`config.mk`:
```
export PLATFORM = sky130hd
export DESIGN_NAME = bounded_substring_search
export DESIGN_NICKNAME = d
export VERILOG_FILES = /design/src/hw/rtl/bss_pkg.sv /design/src/hw/rtl/bss_cell.sv /design/src/hw/rtl/bounded_substring_search.sv
export SDC_FILE = /design/constraint.sdc
export NUM_CORES = 1
export LEC_CHECK = 0
export BUFFER_PORTS_ARGS = -buffer_cell sky130_fd_sc_hd__buf_2
export CAP_MARGIN = 10
export CELL_PAD_IN_SITES_DETAIL_PLACEMENT = 0
export CELL_PAD_IN_SITES_GLOBAL_PLACEMENT = 1
export CORE_UTILIZATION = 50
export CTS_CLUSTER_SIZE = 10
export DETAILED_ROUTE_END_ITERATION = 16
export PLACE_DENSITY_LB_ADDON = 0.15
export SKIP_CTS_REPAIR_TIMING = 1
export SLEW_MARGIN = 20
export SYNTH_ARGS = -nofsm -noshare
export SYNTH_HDL_FRONTEND = slang
export SYNTH_SLANG_ARGS = --single-unit
```
`constraint.sdc`:
```
create_clock -name clk -period 11.4 [get_ports clk]
set_clock_uncertainty 0.2 [all_clocks]
set_input_delay 1.14 -clock clk [delete_from_list [all_inputs] [get_ports clk]]
set_output_delay 1.14 -clock clk [all_outputs]
set_load 0.005 [all_outputs]
```
`src/hw/rtl/bss_pkg.sv`:
```
// ----------------------------------------------------------------------------
// bss_pkg: shared types and constants of the bounded substring search
// Status codes, register map and the control group handed to the cells.
// ----------------------------------------------------------------------------
package bss_pkg;

	localparam logic [1:0] ST_SEARCHING = 2'd0;
	localparam logic [1:0] ST_FOUND     = 2'd1;
	localparam logic [1:0] ST_NOT_FOUND = 2'd2;

	// Register indexes; registers sit at byte address 8 * index.
	localparam logic [1:0] REG_PATTERN_BYTES  = 2'd0;
	localparam logic [1:0] REG_PATTERN_LENGTH = 2'd1;
	localparam logic [1:0] REG_SEARCH_LIMIT   = 2'd2;

	localparam logic [7:0] NUL_CHAR = 8'h00;

	// Control shared by every cell of the window chain.
	typedef struct packed {
		logic load;     // a beat is accepted this cycle
		logic shift;    // the window takes in the new byte
		logic restart;  // a new haystack starts; the window empties
	} cell_ctrl_t;

endpackage

```
`src/hw/rtl/bss_cell.sv`:
```
// ----------------------------------------------------------------------------
// bss_cell: one byte of the search window
// Holds one haystack byte, passes it to its neighbor on a shift and compares
// the byte it will hold against its pattern character.
// ----------------------------------------------------------------------------
module bss_cell
	import bss_pkg::*;
(
	input  logic       clk,
	input  logic       arst_n,
	input  cell_ctrl_t ctrl,
	input  logic [7:0] feed_byte,    // neighbor's byte, or the new text byte
	input  logic [7:0] pat_char,     // pattern character aligned to this cell
	input  logic       active,       // this cell lies within the pattern
	output logic [7:0] window_byte,  // held byte, handed to the next cell
	output logic       hit           // held-after-update byte matches
);

	logic [7:0] win_q;
	logic [7:0] win_d;

	always_comb begin
		if (ctrl.shift) begin
			win_d = feed_byte;
		end else if (ctrl.restart) begin
			win_d = NUL_CHAR;
		end else begin
			win_d = win_q;
		end
	end

	always_ff @(posedge clk or negedge arst_n) begin
		if (!arst_n) begin
			win_q <= NUL_CHAR;
		end else if (ctrl.load) begin
			win_q <= win_d;
		end
	end

	assign hit         = !active || (win_d == pat_char);
	assign window_byte = win_q;

endmodule

```
`src/hw/rtl/bounded_substring_search.sv`:
```
// ----------------------------------------------------------------------------
// bounded_substring_search: streaming bounded substring search
// Finds the first place where a configured pattern of up to PATTERN_MAX bytes
// lies wholly within the first search_limit bytes of a byte stream.
// ----------------------------------------------------------------------------
//
//   Channel   Dir  Beat contents                       Handshake
//   s_*       in   one haystack byte, first-byte flag  s_tvalid / s_tready
//   m_*       out  status and match offset per byte    m_tvalid / m_tready
//   apb       in   pattern, length and limit registers psel / penable / pready
//
// Every input beat yields exactly one output beat. A beat is decided in the
// cycle it is accepted: the window chain shifts, every cell compares its byte
// in parallel, and the result is written into the output register at the
// accepting edge, so it is offered on m_* from the next cycle on.
// The block takes one beat per cycle while the sink keeps m_tready high; the
// output register is the only stage, so s_tready stays high as long as the output register is empty or drained.
// Reset clears the window, position, status and configuration registers to zero.
// ----------------------------------------------------------------------------
module bounded_substring_search
	import bss_pkg::*;
#(
	parameter int PATTERN_MAX = 8
) (
	input  logic        clk,
	input  logic        arst_n,

	// Haystack stream.
	input  logic        s_tvalid,
	output logic        s_tready,
	input  logic [7:0]  s_tdata,   // [7:0] text_byte
	input  logic [0:0]  s_tuser,   // [0] first_byte

	// Result stream.
	output logic        m_tvalid,
	input  logic        m_tready,
	output logic [39:0] m_tdata,   // [1:0] status, [33:2] match_offset, rest zero

	// Configuration port.
	input  logic        psel,
	input  logic        penable,
	input  logic        pwrite,
	input  logic [4:0]  paddr,
	input  logic [63:0] pwdata,
	output logic [63:0] prdata,
	output logic        pready
);

	// ------------------------------------------------------------------
	// Configuration registers. The register index is taken from
	// paddr[4:3]; an index past the list is ignored on write and reads zero.
	// ------------------------------------------------------------------
	logic [63:0] pattern_bytes_q;
	logic [3:0]  pattern_length_q;
	logic [31:0] search_limit_q;
	logic        cfg_write;

	assign pready    = 1'b1;
	assign cfg_write = psel && penable && pwrite && pready;

	always_ff @(posedge clk or negedge arst_n) begin
		if (!arst_n) begin
			pattern_bytes_q  <= '0;
			pattern_length_q <= '0;
			search_limit_q   <= '0;
		end else if (cfg_write) begin
			case (paddr[4:3])
				REG_PATTERN_BYTES:  pattern_bytes_q  <= pwdata;
				REG_PATTERN_LENGTH: pattern_length_q <= pwdata[3:0];
				REG_SEARCH_LIMIT:   search_limit_q   <= pwdata[31:0];
				default: ;
			endcase
		end
	end

	always_comb begin
		case (paddr[4:3])
			REG_PATTERN_BYTES:  prdata = pattern_bytes_q;
			REG_PATTERN_LENGTH: prdata = {60'd0, pattern_length_q};
			REG_SEARCH_LIMIT:   prdata = {32'd0, search_limit_q};
			default:            prdata = '0;
		endcase
	end

	// ------------------------------------------------------------------
	// Effective pattern length: the register value clamped to PATTERN_MAX,
	// cut short at the first NUL character of the pattern.
	// ------------------------------------------------------------------
	logic [3:0] clamp_len;
	logic [3:0] eff_len;

	always_comb begin
		clamp_len = (pattern_length_q > 4'(PATTERN_MAX)) ? 4'(PATTERN_MAX)
		                                                 : pattern_length_q;
		eff_len = clamp_len;
		for (int k = PATTERN_MAX - 1; k >= 0; k--) begin
			if ((4'(k) < clamp_len) && (pattern_bytes_q[8*k +: 8] == NUL_CHAR)) begin
				eff_len = 4'(k);
			end
		end
	end

	// ------------------------------------------------------------------
	// Search state. A first-byte beat restarts the search before the byte
	// itself is looked at, so the "current" values below already fold in
	// the restart.
	// ------------------------------------------------------------------
	logic [1:0]  status_q;
	logic [31:0] pos_q;
	logic [31:0] offset_q;

	logic        accept;
	logic        restart;
	logic [7:0]  text_byte;
	logic [1:0]  status_cur;
	logic [31:0] pos_cur;
	logic [31:0] offset_cur;
	logic        searching;
	logic [32:0] pos_next;
	logic        window_match;
	logic [1:0]  status_d;
	logic [31:0] offset_d;
	logic [31:0] pos_d;
	cell_ctrl_t  ctrl;

	assign accept     = s_tvalid && s_tready;
	assign restart    = s_tuser[0];
	assign text_byte  = s_tdata;
	assign status_cur = restart ? ST_SEARCHING : status_q;
	assign pos_cur    = restart ? 32'd0 : pos_q;
	assign offset_cur = restart ? 32'd0 : offset_q;
	assign searching  = (status_cur == ST_SEARCHING);
	assign pos_next   = {1'b0, pos_cur} + 33'd1;

	// The window only moves for a real text byte of an undecided search.
	assign ctrl.load    = accept;
	assign ctrl.restart = restart;
	assign ctrl.shift   = searching && (eff_len != 4'd0) && (text_byte != NUL_CHAR);

	// ------------------------------------------------------------------
	// Window chain. Cell 0 holds the newest byte; cell j is compared with
	// pattern character eff_len-1-j, so the oldest byte in use meets the
	// first pattern character. On a restart the neighbors read as empty.
	// ------------------------------------------------------------------
	logic [7:0] win_bytes [PATTERN_MAX];
	logic [7:0] feed      [PATTERN_MAX];
	logic [7:0] pat_sel   [PATTERN_MAX];
	logic       active    [PATTERN_MAX];
	logic [PATTERN_MAX-1:0] hits;

	for (genvar j = 0; j < PATTERN_MAX; j++) begin : g_cell
		logic [3:0] pat_idx;

		if (j == 0) begin : g_head
			assign feed[j] = text_byte;
		end else begin : g_body
			assign feed[j] = restart ? NUL_CHAR : win_bytes[j-1];
		end

		assign active[j]  = (4'(j) < eff_len);
		assign pat_idx    = eff_len - 4'(j) - 4'd1;
		assign pat_sel[j] = pattern_bytes_q[8*pat_idx[2:0] +: 8];

		bss_cell u_cell (
			.clk         (clk),
			.arst_n      (arst_n),
			.ctrl        (ctrl),
			.feed_byte   (feed[j]),
			.pat_char    (pat_sel[j]),
			.active      (active[j]),
			.window_byte (win_bytes[j]),
			.hit         (hits[j])
		);
	end

	assign window_match = &hits;

	// ------------------------------------------------------------------
	// Decision for the accepted byte. A match counts only once enough bytes
	// have arrived and its last byte lies within the limit; once the next
	// position reaches the limit no later match can fit.
	// ------------------------------------------------------------------
	always_comb begin
		status_d = status_cur;
		offset_d = offset_cur;
		pos_d    = pos_cur;
		if (searching) begin
			if (eff_len == 4'd0) begin
				status_d = ST_FOUND;
				offset_d = 32'd0;
			end else if (text_byte == NUL_CHAR) begin
				status_d = ST_NOT_FOUND;
			end else begin
				if ((pos_next >= {29'd0, eff_len}) &&
				    (pos_next <= {1'b0, search_limit_q}) && window_match) begin
					status_d = ST_FOUND;
					offset_d = 32'(pos_next - {29'd0, eff_len});
				end else if (pos_next >= {1'b0, search_limit_q}) begin
					status_d = ST_NOT_FOUND;
				end
				// The position saturates at its all-ones value.
				if (pos_cur != '1) begin
					pos_d = pos_next[31:0];
				end
			end
		end
	end

	always_ff @(posedge clk or negedge arst_n) begin
		if (!arst_n) begin
			status_q <= ST_SEARCHING;
			pos_q    <= '0;
			offset_q <= '0;
		end else if (accept) begin
			status_q <= status_d;
			pos_q    <= pos_d;
			offset_q <= offset_d;
		end
	end

	// ------------------------------------------------------------------
	// Output register. A new beat may enter in the same cycle the held
	// result is taken, so the stream runs at one beat per cycle while m_tready stays high.
	// ------------------------------------------------------------------
	logic        m_valid_q;
	logic [1:0]  out_status_q;
	logic [31:0] out_offset_q;

	assign s_tready = !m_valid_q || m_tready;

	always_ff @(posedge clk or negedge arst_n) begin
		if (!arst_n) begin
			m_valid_q <= 1'b0;
		end else if (accept) begin
			m_valid_q <= 1'b1;
		end else if (m_tready) begin
			m_valid_q <= 1'b0;
		end
	end

	always_ff @(posedge clk) begin
		if (accept) begin
			out_status_q <= status_d;
			out_offset_q <= (status_d == ST_FOUND) ? offset_d : 32'd0;
		end
	end

	assign m_tvalid = m_valid_q;
	assign m_tdata  = {6'd0, out_offset_q, out_status_q};

endmodule

```
-- Yosys cells after proc, flatten, opt, wreduce, memory -nomap -nowiden
Cells that the tools add are included.
- flip-flop bits (word level): 265
- add/subtract/negate cells: 16
- order comparisons: 20
- eq/ne operators: 12
- shifts and indexed selects: 8
- mux-type cells: 44
- reduce and logical (&&, ||, !) cells: 52
- operators with widths (kind ; number):
    64-bit by 7-bit indexed part select with 8-bit output ; 8
    32-bit two-way mux ; 10
    64-bit case mux with 3 select lines ; 1
    8-bit two-way mux ; 16
    8-bit zero test ; 9
    8-bit equality test ; 8
    4-bit two-way mux ; 9
    32-bit by 1-bit adder with 33-bit output, second input constant ; 1
    33-bit by 32-bit greater-or-equal comparator with 1-bit output ; 1
    33-bit by 4-bit greater-or-equal comparator with 1-bit output ; 1
    33-bit by 32-bit <= comparator with 1-bit output ; 1
    3-bit by 4-bit < comparator with 1-bit output, first input constant ; 8
    32-bit != test, second input constant ; 1
    32-bit by 4-bit subtractor with 32-bit output ; 1
    3-bit by 1-bit subtractor with 3-bit output, second input constant ; 8
    1-bit by 4-bit < comparator with 1-bit output, first input constant ; 4
    2-bit by 4-bit < comparator with 1-bit output, first input constant ; 4
    1-bit logical AND ; 15
    2-bit two-way mux ; 6
    3-bit subtractor, second input constant ; 4
    1-bit zero test ; 9
    1-bit logical OR ; 9
    8-bit AND reduction ; 1
    8-bit nonzero test ; 1
    other kinds (10) ; 16

-- Longest topological paths before layout
- depth in word-level cells: 25
- gate-level depth with buffers: 36
- gate-level depth less buffers: 23

-- Modules after synthesis
From an unflattened synthesis, not the netlist that was laid out.
- cell total of the unflattened synthesis: 2060
- area total of the unflattened synthesis: 19562.5 µm²
- modules (own cells, without submodules) (module ; times used ; cells an instance ; area each (µm²) ; sequential area each (µm²)):
    bounded_substring_search ; 1 ; 1596 ; 15088.2 ; 5200.0
    bss_cell ; 8 ; 58 ; 559.3 ; 200.2

-- Least setup slack after synthesis
OpenSTA, ideal clock, no wires.
- kind: in2reg
- from: in s_tuser
- to: reg offset_q[29]
- arrival time: 8.651 ns
- required time: 11.079 ns
- slack: 2.428 ns
- cell stages on the path: 35
- buffers on the path: 12
- cells stage by stage: clkbuf_1 -> clkbuf_1 -> clkbuf_1 -> clkbuf_1 -> clkbuf_1 -> clkbuf_1 -> clkbuf_1 -> buf_1 -> clkbuf_1 -> clkbuf_1 -> nor2b_1 -> ha_1 -> nand3b_1 -> nor3_1 -> nand3_1 -> nor3_1 -> xor2_1 -> nand2_1 -> inv_1 -> ha_1 -> a21o_1 -> a21o_1 -> a21oi_1 -> o21ai_0 -> or2_2 -> a211oi_1 -> o32ai_1 -> a21oi_1 -> a41oi_1 -> or4_1 -> buf_2 -> o31a_1 -> o31a_1 -> buf_2 -> a22o_1
- word-level cells in the longest chain between the ends: 13
- elaborated cells between the ends (all ways): 49
- classes of those cells: 2 x add/sub; 2 x order compare; 8 x eq/ne; 23 x mux; 14 x reduce/logical
- RTL lines (what ; RTL line ; RTL):
    start: declaration ; bounded_substring_search.sv:32 ; input logic [0:0] s_tuser,
    branches (longest 12 deep; another with 32-bit by 1-bit adder with 33-bit output) ; n/a ;
    32-bit two-way mux (*) ; bounded_substring_search.sv:187 ; if (searching) begin
    end signal: assignment ; bounded_substring_search.sv:217 ; offset_q <= offset_d;
    end: declaration ; bounded_substring_search.sv:110 ; logic [31:0] offset_q;
Every way passes the cells marked *.
A chain may end at the register's enable or synchronous reset.

-- Worst setup path after layout
- from: in s_tuser
- to: reg offset_q[15]
The elaborated chain is that of the path after synthesis.

==> impl_summary.md <==
Floorplanning
The placeable core region is 0.0401 mm^2. The die extent in y is 204 um. In this run the count of I/O pins placed on the die edge is approximately 190. For this configuration, the core starts out at a cell density of 51.1%. The floorplan step defined a die boundary enclosing 0.0418 mm^2. The die span in x is a little over 200 um.

In this run the core area contains 73 standard-cell rows.

Synthesis
The number of enable-type register cells in the synthesized netlist is 34. The count of state elements after synthesis is approximately 270. Sequential cells were found to cover 33.2% of the synthesized design area.

The mean instance size in the synthesized netlist is between 8 and 9 um^2. The Yosys warning count is 0. The share of the synthesized area in the top cell type is 28.2%. Counting flops with an async set or reset pin after synthesis yields a share of about 87%. The number of different library cells in the post-synthesis netlist is 82.

After synthesis, the cell types taking the most area are dfrtp_1, mux2i_1, nand2_1, mux2_2, edfxtp_1. Ranked by instance count, the synthesized netlist is headed by nand2_1, dfrtp_1, mux2i_1. The commonest register cell after synthesis is dfrtp_1. The largest area contributor in the synthesized netlist is dfrtp_1. The mapped cell area is roughly 0.020 mm^2. nand2_1 is the most common cell in the netlist. Synthesis produced a netlist whose cell count is between 2,000 and 2,500.

STA
In the finished design, the share of the clock period the worst path needs comes to roughly four fifths. The transition time at the pin with the least slew margin is 1.15 ns. Once routing completed, OpenROAD measured the worst setup slack at approximately 2.2 ns. The max-slew violation count is 0.

Setup violations remaining at the end of the flow were counted as 0. The shortest period the worst path allows is roughly 9.2 ns. Setup repair after global routing left no endpoint under its margin. The worst hold slack across all endpoints is 0.281 ns. The post-route setup TNS is 0 ns.

The highest clock frequency the design can meet is 109 MHz. The headroom to the max-slew limit is 23.0%. The final hold violation count came to 0.

Global routing
For met2 alone, demand over resource in global routing was 51.9%. The initial antenna violation count was 0. The busiest metal layer after global routing is met1. The pin count of the biggest net entering global routing is 110.

The first global-routing pass estimated 117,000 um of wire. After global routing the overflow that remains totals 0. Global routing used 36.8% of the available tracks. The number of global-route vias before repair is 18,500. In the global route stage, met3 resource usage came out at 7.54%.

The met1 track demand over resource is a little over half.

Pwr
VDD sags by at most 117 uV. Registers are responsible for between 20 and 30% of the overall power. For this design the static power due to leakage is 0.00990 uW. The clock power share is 19.1%. Dividing total power by cell area gives a power density of 233 mW/mm^2.

The internal power of the cells totals about 2800 uW. The analysis attributes to net switching a power of 2510 uW. Of the total power, combinational logic draws 55.2%. The switching share of power is a little under half.

Placement
In this run the cell area measured after placement is 0.0217 mm^2. The final HPWL from detailed placement is 56,000 um. Prior to clock tree synthesis, the placed netlist has a worst setup slack of 1.89 ns. During placement, the flow inserted port buffers numbering 181.

At the end of routability-driven placement, the weighted congestion stood at ~1.

Layout
Measured on the finished design, the core utilization comes to a little under three fifths. The number of antenna diodes in the final layout is 0. The final layout contains 2,588 nets. The layout overhead on the synthesized area is 10.9%.

Of the cells placed in the final design, the portion with a size suffix greater than 1 is 17.5%. The final non-filler cell area is 0.0227 mm^2.

Setup path
The critical path depth is 22. The family with the most delay on the worst path is simple AND/OR/NAND/NOR gates. STA classifies the critical path endpoint as a flip-flop.

The most critical setup path has its endpoint at offset_q[15]$_DFFE_PN0P_. The endpoint identified for the worst register-to-register timing path is offset_q[15]$_DFFE_PN0P_. The startpoint of the most critical register-to-register path is pattern_bytes_q[24]$_DFFE_PN0P_. The setup path with the least slack is of type in2reg.

The arrival time of the worst setup path is 9.39 ns. In this run the worst setup path begins at s_tuser. The setup slack on the worst flop-to-flop path is 2.38 ns. The logic depth of the worst register-to-register path is 17. The count of buffering cells on the critical path with inverters included is 1. The cell with the largest stage delay on the worst path is or4_1. Of all nets on the critical path, the largest fanout is 38.

Data on the critical path is required at its endpoint by 11.64 ns. The worst setup path is launched from an input port. The peak per-stage delay on the critical path is 0.79 ns. Walking the worst path, the cells encountered are buf_4 -> nor2b_1 -> ha_1 -> nand3b_1 -> nor3_1 -> nand3_1 -> nor4_1 -> xnor2_1 -> nor2_1 -> ha_1 -> a21o_1 -> a21oi_1 -> o21ai_0 -> or2_2 -> a211oi_1 -> o32ai_1 -> a21oi_1 -> a41oi_1 -> or4_1 -> o31a_1 -> o31a_1 -> a22o_1.

Detailed routing
The final wirelength is 77,300 um. The count of unresolved DRC violations after routing is 0. The detailed-router iteration count before antenna repair is 6.

Dividing the detail-routed wire length by the instance count gives 25.8 um. The remaining antenna violation count after routing is 0. The detail-routed via count per cell is 6.68. The final route contains 20,000 vias. For this block, the initial DRC count from the detailed router was 2,400.

Run status
The flow ran to the end, and the final reports show no timing, DRC or antenna violations.

CTS
CTS placed an instance of clkbuf_16 at the clock tree root. The number of sinks handled by clock tree synthesis is 265. After clock tree synthesis, the clock-pin slew on the worst setup and hold paths is 0.06 ns. The H-tree depth is 2. The total CTS buffers is 34. Counting along the longest clock path gives a buffer depth of 3. The CTS tree is built. The clock insertion delay at the later pin of the skew report is roughly 0.55 ns.

Worst hold path
The type of the most critical hold path is reg2reg.

Run
Across the run, the number of max-cap violations was 0.
-- metal layers --
| layer | vias up | share of wire [%] |
|---|---|---|
| li1 | 8916 | - |
| met1 | 9841 | 44 |
| met2 | 1139 | 42 |
| met3 | 151 | 10 |
| met4 | 0 | 3.7 |
| met5 | - | 0 |
-- worst min-delay path by stage --
stage	cells past startpoint	start	slack, ns	end
final	2	g_cell[7].u_cell.window_byte[6]$_DFFE_PN0P_	0.28	g_cell[7].u_cell.window_byte[6]$_DFFE_PN0P_
after detailed placement	2	g_cell[7].u_cell.window_byte[1]$_DFFE_PN0P_	0.27	g_cell[7].u_cell.window_byte[1]$_DFFE_PN0P_
after floorplan	2	g_cell[7].u_cell.window_byte[1]$_DFFE_PN0P_	0.25	g_cell[7].u_cell.window_byte[1]$_DFFE_PN0P_
after global placement	2	g_cell[7].u_cell.window_byte[4]$_DFFE_PN0P_	0.26	g_cell[7].u_cell.window_byte[4]$_DFFE_PN0P_
after global routing	2	g_cell[7].u_cell.window_byte[6]$_DFFE_PN0P_	0.32	g_cell[7].u_cell.window_byte[6]$_DFFE_PN0P_
after CTS	2	g_cell[7].u_cell.window_byte[1]$_DFFE_PN0P_	0.28	g_cell[7].u_cell.window_byte[1]$_DFFE_PN0P_
-- layout make-up --
| type | instances | area, um^2 |
|---|---|---|
| Timing Repair Buffer | 231 | 1290 |
| Multi-Input combinational cell | 1857 | 12700 |
| Clock inverter | 5 | 71.3 |
| Fill cell | 3629 | 17400 |
| Inverter | 73 | 274 |
| Clock buffer | 45 | 922 |
| Sequential cell | 265 | 6800 |
| Tap cell | 525 | 657 |
-- kinds of logic after synthesis --
family	Yosys count	share of synthesized area (%)
buffers and inverters	271	5.30
AND/OR/NAND/NOR	823	19.3
multiplexers	269	15.1
XOR/XNOR	106	4.60
adder cells (fa/ha/maj)	41	2.54
AO/OA/AOI/OAI	611	19.9
other	2	0.0366
flip-flops	265	33.2
-- worst reg2reg max path, stage by stage (launching register included) --
cell and delay (ns):
dfrtp_1 0.56, nor4_1 0.43, and4_1 0.73, nor2_1 0.31
o21ai_0 0.20, nand2_1 0.56, ha_2 0.94, buf_4 0.54
mux2_2 0.44, o21ai_0 0.42, o221ai_1 0.21, o21a_1 0.13
a2111oi_0 0.45, a41oi_1 0.17, or4_1 0.79, o31a_1 0.74
o31a_1 0.73, a22o_1 0.36
-- placed cells by master (no fill, tap or decap), types with 41 or more instances in the layout --
cell	netlist	layout
nand2_1	348	346
dfrtp_1	231	231
buf_2	23	179
mux2i_1	151	151
o21ai_0	143	141
a21oi_1	130	128
nor2_1	100	97
mux2_2	96	96
inv_1	70	69
xnor2_1	67	67
nand3_1	63	63
nor3_1	65	63
buf_4	8	51
a22o_1	44	44
nand4_1	41	41
-- sequential cells by signal, summed over array words and instances (netlist names), 4 cells and up --
name / cells
g_cell.u_cell.window_byte: 64
search_limit_q: 32
pattern_length_q: 4
pattern_bytes_q: 64
out_offset_q: 32
offset_q: 32
pos_q: 32
-- power groups by stage --
stage	Combinational [uW]	Clock (uW)	Sequential, uW
after floorplan	2060	0	1190
after global placement	2800	0	1350
after detailed placement	2840	0	1360
after CTS	2860	1020	1340
after global routing	3110	1060	1360
final	2920	1010	1360
-- per-stage QoR --
step | instances | total power [uW]
2_1_floorplan | 2393 | 3250
3_3_place_gp | 2951 | 4150
3_5_place_dp | 2951 | 4200
4_1_cts | 3001 | 5220
5_1_grt | 3001 | 5530
6_report | 3001 | 5280
(Power assumes the default switching activity.)
